===== src/vlod_pkg.sv =====
// Types, opcode constants and decode tables shared by the opcode decoder files.
package vlod_pkg;

	typedef logic [5:0] kind_t;
	typedef logic [3:0] form_t;

	localparam int unsigned IMAGE_SIZE_W = 17;
	localparam logic [IMAGE_SIZE_W-1:0] IMAGE_SIZE_RST = 17'd65536;

	localparam kind_t K_INV   = 6'd0;
	localparam kind_t K_NOP   = 6'd1;
	localparam kind_t K_BR    = 6'd2;
	localparam kind_t K_BRF   = 6'd3;
	localparam kind_t K_LD    = 6'd4;
	localparam kind_t K_ST    = 6'd5;
	localparam kind_t K_MOV   = 6'd6;
	localparam kind_t K_LDC   = 6'd7;
	localparam kind_t K_XCH   = 6'd8;
	localparam kind_t K_PUSH  = 6'd9;
	localparam kind_t K_POP   = 6'd10;
	localparam kind_t K_CALL  = 6'd11;
	localparam kind_t K_CALLF = 6'd12;
	localparam kind_t K_CALLR = 6'd13;
	localparam kind_t K_RET   = 6'd14;
	localparam kind_t K_RETI  = 6'd15;
	localparam kind_t K_JMP   = 6'd16;
	localparam kind_t K_JMPF  = 6'd17;
	localparam kind_t K_BZ    = 6'd18;
	localparam kind_t K_BNZ   = 6'd19;
	localparam kind_t K_BE    = 6'd20;
	localparam kind_t K_BNE   = 6'd21;
	localparam kind_t K_DBNZ  = 6'd22;
	localparam kind_t K_BP    = 6'd23;
	localparam kind_t K_BPC   = 6'd24;
	localparam kind_t K_BN    = 6'd25;
	localparam kind_t K_ADD   = 6'd26;
	localparam kind_t K_ADDC  = 6'd27;
	localparam kind_t K_SUB   = 6'd28;
	localparam kind_t K_SUBC  = 6'd29;
	localparam kind_t K_INC   = 6'd30;
	localparam kind_t K_DEC   = 6'd31;
	localparam kind_t K_MUL   = 6'd32;
	localparam kind_t K_DIV   = 6'd33;
	localparam kind_t K_AND   = 6'd34;
	localparam kind_t K_OR    = 6'd35;
	localparam kind_t K_XOR   = 6'd36;
	localparam kind_t K_ROL   = 6'd37;
	localparam kind_t K_ROLC  = 6'd38;
	localparam kind_t K_ROR   = 6'd39;
	localparam kind_t K_RORC  = 6'd40;
	localparam kind_t K_SET1  = 6'd41;
	localparam kind_t K_CLR1  = 6'd42;
	localparam kind_t K_NOT1  = 6'd43;

	localparam form_t F_NONE    = 4'd0;
	localparam form_t F_I8      = 4'd1;
	localparam form_t F_D9      = 4'd2;
	localparam form_t F_IND     = 4'd3;
	localparam form_t F_A12     = 4'd4;
	localparam form_t F_A16     = 4'd5;
	localparam form_t F_R8      = 4'd6;
	localparam form_t F_R16     = 4'd7;
	localparam form_t F_D9B3    = 4'd8;
	localparam form_t F_D9B3R8  = 4'd9;
	localparam form_t F_D9R8    = 4'd10;
	localparam form_t F_INDR8   = 4'd11;
	localparam form_t F_I8R8    = 4'd12;
	localparam form_t F_D9I8    = 4'd13;
	localparam form_t F_INDI8   = 4'd14;
	localparam form_t F_INDI8R8 = 4'd15;

	localparam logic [7:0] OP_NOP   = 8'h00;
	localparam logic [7:0] OP_BR    = 8'h01;
	localparam logic [7:0] OP_RCALL = 8'h10;
	localparam logic [7:0] OP_BRF   = 8'h11;
	localparam logic [7:0] OP_FCALL = 8'h20;
	localparam logic [7:0] OP_JMPF  = 8'h21;
	localparam logic [7:0] OP_MUL   = 8'h30;
	localparam logic [7:0] OP_DIV   = 8'h40;
	localparam logic [7:0] OP_UND0  = 8'h50;
	localparam logic [7:0] OP_UND1  = 8'h51;
	localparam logic [7:0] OP_BZ    = 8'h80;
	localparam logic [7:0] OP_BNZ   = 8'h90;
	localparam logic [7:0] OP_RET   = 8'hA0;
	localparam logic [7:0] OP_RETI  = 8'hB0;
	localparam logic [7:0] OP_ROR   = 8'hC0;
	localparam logic [7:0] OP_LDC   = 8'hC1;
	localparam logic [7:0] OP_RORC  = 8'hD0;
	localparam logic [7:0] OP_ROL   = 8'hE0;
	localparam logic [7:0] OP_ROLC  = 8'hF0;

	localparam logic [2:0] FLAG_CALL = 3'b001;
	localparam logic [2:0] FLAG_RET  = 3'b010;
	localparam logic [2:0] FLAG_END  = 3'b100;

	localparam kind_t ROW_KIND [16] = '{
		K_LD, K_ST, K_MOV, K_BE, K_BNE, K_DBNZ, K_INC, K_DEC,
		K_ADD, K_ADDC, K_SUB, K_SUBC, K_XCH, K_OR, K_AND, K_XOR
	};
	localparam form_t ROW_IMM [16] = '{
		F_NONE, F_NONE, F_NONE, F_I8R8, F_I8R8, F_NONE, F_NONE, F_NONE,
		F_I8, F_I8, F_I8, F_I8, F_NONE, F_I8, F_I8, F_I8
	};
	localparam form_t ROW_DIR [16] = '{
		F_D9, F_D9, F_D9I8, F_D9R8, F_D9R8, F_D9R8, F_D9, F_D9,
		F_D9, F_D9, F_D9, F_D9, F_D9, F_D9, F_D9, F_D9
	};
	localparam form_t ROW_IND [16] = '{
		F_IND, F_IND, F_INDI8, F_INDI8R8, F_INDI8R8, F_INDR8, F_IND, F_IND,
		F_IND, F_IND, F_IND, F_IND, F_IND, F_IND, F_IND, F_IND
	};
	localparam logic [2:0] ROW_CYC [16] = '{
		3'd1, 3'd1, 3'd2, 3'd2, 3'd2, 3'd2, 3'd1, 3'd1,
		3'd1, 3'd1, 3'd1, 3'd1, 3'd1, 3'd1, 3'd1, 3'd1
	};

	localparam kind_t HI_KIND [8] = '{
		K_CALL, K_JMP, K_BPC, K_BP, K_BN, K_NOT1, K_CLR1, K_SET1
	};
	localparam form_t HI_FORM [8] = '{
		F_A12, F_A12, F_D9B3R8, F_D9B3R8, F_D9B3R8, F_D9B3, F_D9B3, F_D9B3
	};
	localparam logic [2:0] HI_LONG_LIMIT = 3'd5;

	typedef struct packed {
		logic [15:0] pc;
		logic [7:0]  opcode_byte;
		logic [7:0]  second_byte;
		logic [7:0]  third_byte;
	} item_t;

	typedef struct packed {
		logic [1:0]  length;
		kind_t       op_kind;
		form_t       operand_form;
		logic [2:0]  cycle_count;
		logic [1:0]  reg_select;
		logic [2:0]  bit_select;
		logic [7:0]  immediate;
		logic [8:0]  ram_address;
		logic [15:0] branch_target;
		logic        tgt_valid;
		logic [2:0]  flow_flags;
	} result_t;

endpackage


===== src/vlod_decode.sv =====
// Single-pass decode of one instruction into its result fields.
module vlod_decode import vlod_pkg::*; (
	input  item_t                   item,
	input  logic [IMAGE_SIZE_W-1:0] image_size,
	output result_t                 result
);

	logic [7:0]              b;
	logic [7:0]              b1;
	logic [7:0]              b2;
	logic [3:0]              row;
	logic [2:0]              lo;
	kind_t                   kind;
	form_t                   form;
	logic [2:0]              cyc;
	logic [1:0]              len;
	logic                    outside;
	logic                    trunc;
	logic [IMAGE_SIZE_W-1:0] span;
	logic [15:0]             next;
	logic                    d8;
	logic [7:0]              rel_off;
	logic [15:0]             rel_tgt;
	logic [15:0]             r16_tgt;
	logic [7:0]              imm;
	logic [8:0]              ram;
	logic [15:0]             tgt;
	logic                    has;
	logic [2:0]              flags;

	assign b   = item.opcode_byte;
	assign b1  = item.second_byte;
	assign b2  = item.third_byte;
	assign row = b[7:4];
	assign lo  = b[2:0];

	always_comb begin
		kind = K_INV;
		form = F_NONE;
		cyc  = 3'd1;
		if (b[3]) begin
			kind = HI_KIND[b[7:5]];
			form = HI_FORM[b[7:5]];
			cyc  = (b[7:5] < HI_LONG_LIMIT) ? 3'd2 : 3'd1;
		end else begin
			case (b)
				OP_NOP: kind = K_NOP;
				OP_BR: begin
					kind = K_BR;
					form = F_R8;
					cyc  = 3'd2;
				end
				OP_RCALL: begin
					kind = K_CALLR;
					form = F_R16;
					cyc  = 3'd4;
				end
				OP_BRF: begin
					kind = K_BRF;
					form = F_R16;
					cyc  = 3'd4;
				end
				OP_FCALL: begin
					kind = K_CALLF;
					form = F_A16;
					cyc  = 3'd2;
				end
				OP_JMPF: begin
					kind = K_JMPF;
					form = F_A16;
					cyc  = 3'd2;
				end
				OP_MUL: begin
					kind = K_MUL;
					cyc  = 3'd7;
				end
				OP_DIV: begin
					kind = K_DIV;
					cyc  = 3'd7;
				end
				OP_UND0, OP_UND1: kind = K_INV;
				OP_BZ: begin
					kind = K_BZ;
					form = F_R8;
					cyc  = 3'd2;
				end
				OP_BNZ: begin
					kind = K_BNZ;
					form = F_R8;
					cyc  = 3'd2;
				end
				OP_RET: begin
					kind = K_RET;
					cyc  = 3'd2;
				end
				OP_RETI: begin
					kind = K_RETI;
					cyc  = 3'd2;
				end
				OP_ROR: kind = K_ROR;
				OP_LDC: begin
					kind = K_LDC;
					cyc  = 3'd2;
				end
				OP_RORC: kind = K_RORC;
				OP_ROL: kind = K_ROL;
				OP_ROLC: kind = K_ROLC;
				default: begin
					kind = ROW_KIND[row];
					cyc  = ROW_CYC[row];
					if (!lo[2] && !lo[1] && (kind == K_INC || kind == K_DEC)) begin
						kind = (kind == K_INC) ? K_PUSH : K_POP;
						form = F_D9;
						cyc  = 3'd2;
					end else begin
						if (kind == K_MOV && lo[2]) begin
							cyc = 3'd1;
						end
						if (lo[2]) begin
							form = ROW_IND[row];
						end else if (lo[1]) begin
							form = ROW_DIR[row];
						end else begin
							form = ROW_IMM[row];
						end
						if (form == F_NONE) begin
							kind = K_INV;
						end
					end
				end
			endcase
		end
	end

	always_comb begin
		case (form)
			F_NONE, F_IND: len = 2'd1;
			F_I8, F_D9, F_R8, F_A12, F_D9B3, F_INDR8, F_INDI8: len = 2'd2;
			default: len = 2'd3;
		endcase
	end

	assign outside = {1'b0, item.pc} >= image_size;
	assign span    = {1'b0, item.pc} + {{(IMAGE_SIZE_W-2){1'b0}}, len};
	assign trunc   = span > image_size;
	assign next    = span[15:0];
	assign d8      = b[3] ? b[4] : b[0];
	assign rel_off = (form == F_R8 || form == F_INDR8) ? b1 : b2;
	assign rel_tgt = next + {{8{rel_off[7]}}, rel_off};
	assign r16_tgt = next + 16'hFFFF + {b2, b1};

	always_comb begin
		imm = 8'd0;
		ram = 9'd0;
		tgt = 16'd0;
		has = 1'b0;
		case (form)
			F_I8, F_INDI8: imm = b1;
			F_D9, F_D9B3: ram = {d8, b1};
			F_A12: begin
				tgt = {next[15:12], b[4], b[2:0], b1};
				has = 1'b1;
			end
			F_A16: begin
				tgt = {b1, b2};
				has = 1'b1;
			end
			F_R8, F_INDR8: begin
				tgt = rel_tgt;
				has = 1'b1;
			end
			F_R16: begin
				tgt = r16_tgt;
				has = 1'b1;
			end
			F_D9B3R8, F_D9R8: begin
				ram = {d8, b1};
				tgt = rel_tgt;
				has = 1'b1;
			end
			F_I8R8, F_INDI8R8: begin
				imm = b1;
				tgt = rel_tgt;
				has = 1'b1;
			end
			F_D9I8: begin
				ram = {d8, b1};
				imm = b2;
			end
			default: ;
		endcase
	end

	always_comb begin
		flags = 3'b000;
		if (kind == K_CALL || kind == K_CALLF || kind == K_CALLR) begin
			flags = flags | FLAG_CALL;
		end
		if (kind == K_RET || kind == K_RETI) begin
			flags = flags | FLAG_RET | FLAG_END;
		end
		if (kind == K_JMP || kind == K_JMPF || kind == K_BR || kind == K_BRF ||
			kind == K_INV) begin
			flags = flags | FLAG_END;
		end
	end

	always_comb begin
		result = '0;
		if (outside) begin
			result = '0;
		end else if (trunc) begin
			result.length      = 2'd1;
			result.cycle_count = cyc;
			result.flow_flags  = FLAG_END;
		end else begin
			result.length        = len;
			result.op_kind       = kind;
			result.operand_form  = form;
			result.cycle_count   = cyc;
			result.reg_select    = b[1:0];
			result.bit_select    = b[2:0];
			result.immediate     = imm;
			result.ram_address   = ram;
			result.branch_target = tgt;
			result.tgt_valid     = has;
			result.flow_flags    = flags;
		end
	end

endmodule


===== src/variable_length_opcode_decoder_top.sv =====
// Top level of the variable-length opcode decoder: input register, decode, result register.
// Decodes one instruction per clock while result_stall is low: a transaction on the item channel
// carries a program counter and the three code bytes at it; the input register captures it,
// a single decode pass works on it, and the result register then drives its result onto the
// result channel.
// Throughput is one item per cycle; result_stall holds the result register and, once the input
// register is also full, raises item_stall. cfg_ready is always high; write image_size only
// while no item is in flight. After reset image_size is 65536.
module variable_length_opcode_decoder_top import vlod_pkg::*; (
	input  logic                    clk,
	input  logic                    arst_n,
	input  logic                    item_valid,
	output logic                    item_stall,
	input  item_t                   item,
	output logic                    result_valid,
	input  logic                    result_stall,
	output result_t                 result,
	input  logic                    cfg_valid,
	output logic                    cfg_ready,
	input  logic [IMAGE_SIZE_W-1:0] cfg_data
);

	logic [IMAGE_SIZE_W-1:0] image_size_q;
	item_t                   item_s1;
	logic                    valid_s1;
	result_t                 result_q;
	logic                    result_valid_q;
	result_t                 decoded;
	logic                    adv_out;
	logic                    take;

	assign cfg_ready  = 1'b1;
	assign adv_out    = !result_valid_q || !result_stall;
	assign item_stall = valid_s1 && !adv_out;
	assign take       = item_valid && !item_stall;

	always_ff @(posedge clk or negedge arst_n) begin
		if (!arst_n) begin
			image_size_q <= IMAGE_SIZE_RST;
		end else if (cfg_valid && cfg_ready) begin
			image_size_q <= cfg_data;
		end
	end

	always_ff @(posedge clk or negedge arst_n) begin
		if (!arst_n) begin
			valid_s1       <= 1'b0;
			result_valid_q <= 1'b0;
		end else begin
			if (take) begin
				valid_s1 <= 1'b1;
			end else if (adv_out) begin
				valid_s1 <= 1'b0;
			end
			if (adv_out) begin
				result_valid_q <= valid_s1;
			end
		end
	end

	always_ff @(posedge clk) begin
		if (take) begin
			item_s1 <= item;
		end
		if (adv_out && valid_s1) begin
			result_q <= decoded;
		end
	end

	vlod_decode u_decode (
		.item       (item_s1),
		.image_size (image_size_q),
		.result     (decoded)
	);

	assign result_valid = result_valid_q;
	assign result       = result_q;

endmodule


===== config.mk =====
export PLATFORM = sky130hd
export DESIGN_NAME = variable_length_opcode_decoder_top
export DESIGN_NICKNAME = d
export VERILOG_FILES = /design/src/vlod_pkg.sv /design/src/vlod_decode.sv /design/src/variable_length_opcode_decoder_top.sv
export SDC_FILE = /design/constraint.sdc
export NUM_CORES = 1
export LEC_CHECK = 0
export BUFFER_PORTS_ARGS = -buffer_cell sky130_fd_sc_hd__buf_2
export CORE_ASPECT_RATIO = 0.7
export CORE_MARGIN = 2
export CORE_UTILIZATION = 29
export DETAILED_ROUTE_END_ITERATION = 8
export PLACE_DENSITY = 0.54
export SYNTH_ARGS = -nofsm -noshare
export SYNTH_HDL_FRONTEND = slang
export SYNTH_HIERARCHICAL = 1
export SYNTH_SLANG_ARGS = --single-unit

===== constraint.sdc =====
create_clock -name clk -period 7.5 [get_ports clk]
set_clock_uncertainty 0.15 [all_clocks]
set_input_delay 0.375 -clock clk [delete_from_list [all_inputs] [get_ports clk]]
set_output_delay 0.375 -clock clk [all_outputs]
set_load 0.1 [all_outputs]

==> results.md <==
- Source-to-sink clock delay at the later pin of the worst-skew pair: 0.43 ns
- Placed Instances: 1434
- Maximum buffer depth of the clock tree: 2
- Syn avg cell area: 9.90 sq um
- Cells taking the most area after synthesis: sky130_fd_sc_hd__edfxtp_1, sky130_fd_sc_hd__ha_1, sky130_fd_sc_hd__dfrtp_1
- Pin count of the biggest net entering global routing: 58
- Min cycle time layout: 7.09 ns
- Instance count along the most critical hold path: 2
- Critical path class: reg2reg
- Layout fillers: 3043
- Maximum VDD drop: 0.149 mV
- Setup TNS Final: 0 ns
- Top metal layer carrying routed signals: met4
- CP peak stage delay: 0.42 ns
- Die width: 213 um
- Crit start category: flip-flop
- Die footprint: 0.0320 sq mm
- Start point of the worst hold path: cfg_data[15]
- Clock tree from TritonCTS: yes
- Via count: 7766
- Post-synthesis register bit count: 116
- I/O pin cnt: 122
- Area of the multi-input gates: 0.00503 sq mm
- Average wire per cell in the routed design: 19.2 um
- Area of the core: 0.0300 sq mm
- Count of input and output buffers: 120
- Top delay family on crit path: compound AO/OA/AOI/OAI gates
- Maximum net fanout on the critical path: 16
- Hold path endpoint: image_size_q[15]$_DFFE_PN0P_
- Antenna Diode Count: 0
- Final count of hold timing violations: 0
- Max Transition Viols Final: 0
- Number of nets in the layout: 1231
- Syn Std Cell Area: 0.00887 sq mm
- Areal power density over the cells: 244 mW/mm^2
- Count of unresolved DRC violations after routing: 0
- Via count of the first global-routing pass: 7140
- Fmax: 141 MHz
- Max transition margin: 0.353
- Vias per Instance: 5.14
- Wire length on met3: 2390 um
- Detailed-route wire length on metal 1: 15400 um
- Total clock buffers created by CTS: 17
- Number of cell rows: 53
- Stages on worst setup path: 31
- Final Core Density: 0.376
- Slew at the pin closest to its max-slew limit: 0.967 ns
- Number of standard cells after synthesis: 896
- Critical R2R Launch: item_s1[20]$_DFFE_PP_
- Post-Place Worst Slack: 0.104 ns
- Dominant register cell in the synthesized netlist: sky130_fd_sc_hd__edfxtp_1
- Fraction of registers with async set or reset after synthesis: 0.164
- Post-route fraction of the period consumed by the critical path: 0.946
- Count of maximum capacitance violations: 0
- Post-synthesis cell type count: 90
- Detailed Place HPWL: 22200 um
- Proportion of netlist area held by the largest area contributor: 0.328
- Worst setup margin: 0.407 ns
- CP max-delay cell: sky130_fd_sc_hd__edfxtp_1
- Drt pass-1 iters: 6
- Number of enable-type register cells in the synthesized netlist: 97
- CTS H-tree lvls: 4
- Total congestion overflow after global routing: 0
- Final Power: 2.76 mW
- Remaining number of nets flagged by the antenna check after routing: 0
- Crit path arrival time: 7.15 ns
- Antenna violations before repair: 0
- Endpoint kind of the worst setup timing path: flip-flop
- Routed wl met2: 10900 um
- Reported leakage power: 4.85 nW
- Setup violations, final: 0
- Buffer cell driving the clock tree root: sky130_fd_sc_hd__clkbuf_16
- Share of post-route cells with drive strength above 1: 0.241
- Height of the die: 150 um
- CTS sink cnt: 116
- RR Endpoint: result[13]$_DFFE_PP_
- First DRT Iteration DRCs: 860
- Origin of the worst setup path: item_s1[20]$_DFFE_PP_
- Data required time at the worst endpoint: 7.55 ns
- Gr usage total: 0.185
- Area taken by flip-flops and latches: 0.00339 sq mm
- Number of warnings issued by yosys: 6
- Most repeated cell in the gate-level netlist after synthesis: sky130_fd_sc_hd__edfxtp_1
- Synth area leader: sky130_fd_sc_hd__edfxtp_1
- Outcome: finished clean
- Worst hold-check path type: in2reg
- Register-to-register path setup slack: 0.41 ns
- Buffers & Inverters on Critical Path: 5
- Cells on worst reg2reg path: 31
- Wire length of the first global-routing pass: 43800 um
- Post-Layout Cell Count: 1511
- Post-synth net total: 1041
- Starting Density: 0.295
- Leading post-synthesis cells by instance count: sky130_fd_sc_hd__edfxtp_1, sky130_fd_sc_hd__inv_1, sky130_fd_sc_hd__ha_1
- Clock transition at the register clock pins on the worst setup and hold paths after CTS: 0.06 ns
- Fraction of the yosys area taken by sequential cells: 0.382
- Relative area change from synthesis to final layout: 27.3%
- WL final: 29100 um
- RePlAce Congestion: 0.937
## worst max-delay path by stage
stage | endpoint | slack (ns)
after global placement | result[19]$_DFFE_PP_ | 0.32
after CTS | result[19]$_DFFE_PP_ | 0.09
after global routing | result[19]$_DFFE_PP_ | -0.02
after floorplan | result[19]$_DFFE_PP_ | 0.66
final | result[13]$_DFFE_PP_ | 0.41
after detailed placement | result[19]$_DFFE_PP_ | 0.10
## cells by family (layout without fill, tap and decap cells)
| group | count (synthesis) | in the layout | synth area share |
|---|---|---|---|
| xor gates and xnor gates | 55 | 55 | 0.0543 |
| muxes | 32 | 32 | 0.0456 |
| AOI/OAI and AO/OA | 240 | 240 | 0.197 |
| and+or+nand+nor | 241 | 241 | 0.139 |
| adders and majority gates | 85 | 85 | 0.122 |
| other | 1 | 1 | 0.000423 |
| buffers and inverters | 126 | 329 | 0.0598 |
| DFF | 116 | 116 | 0.382 |
## cell type report
type | count | area share
Clock buffer | 18 | 0.0380
Clock inverter | 14 | 0.0165
Inverter | 86 | 0.0288
Multi-Input combinational cell | 654 | 0.445
Sequential cell | 116 | 0.300
Tap cell | 412 | 0.0457
Timing Repair Buffer | 211 | 0.125
## layer usage
layer  global-route usage  vias up
met1                0.300     3712
met5                    0        -
li1                     -     3694
met3               0.0453       21
met4               0.0469        0
met2                0.236      339
## registers in the layout, summed over array words and instances (netlist names)
signal,flops
valid_s1,1
item_s1,40
image_size_q,17
result_valid,1
result,57
## cells in the final DEF, fill, tap and decap left out, types with 11 or more instances in the layout
master and n:
sky130_fd_sc_hd__dfrtp_1 18, sky130_fd_sc_hd__nor2_1 58, sky130_fd_sc_hd__a21oi_1 45, sky130_fd_sc_hd__inv_1 84
sky130_fd_sc_hd__a21o_1 21, sky130_fd_sc_hd__nor3_1 23, sky130_fd_sc_hd__clkbuf_16 17, sky130_fd_sc_hd__nor2b_1 14
sky130_fd_sc_hd__xnor2_1 32, sky130_fd_sc_hd__mux2_2 14, sky130_fd_sc_hd__ha_1 79, sky130_fd_sc_hd__a222oi_1 11
sky130_fd_sc_hd__buf_4 46, sky130_fd_sc_hd__nand3_1 18, sky130_fd_sc_hd__and2_1 11, sky130_fd_sc_hd__nand2_1 49
sky130_fd_sc_hd__edfxtp_1 97, sky130_fd_sc_hd__o21ai_0 40, sky130_fd_sc_hd__nand2b_1 18, sky130_fd_sc_hd__buf_2 120
sky130_fd_sc_hd__dlygate4sd3_1 43, sky130_fd_sc_hd__xor2_1 22
## where the power goes
part / total [mW] / switching, mW / internal, mW
logic: 1.07 / 0.717 / 0.350
registers: 0.830 / 0.0489 / 0.781
clock network: 0.863 / 0.311 / 0.552
total: 2.76 / 1.08 / 1.68
## metrics by stage
step / hold slack [ns] / instance area (sq um)
2_1_floorplan: -0.0706 / 8870
3_5_place_dp: 0.206 / 10200
3_3_place_gp: 0.196 / 10200
4_1_cts: 0.000277 / 11200
5_1_grt: 0.00760 / 11300
6_report: 0.0237 / 11300
## repair_timing
action                                  CTS  global route
hold buffers                             43             0
hold endpoints to repair                 60             0
endpoints found under the setup margin    0            35
resized for setup                         0            15
buffers inserted                          0             2
Power figures use the tool's default switching activity.
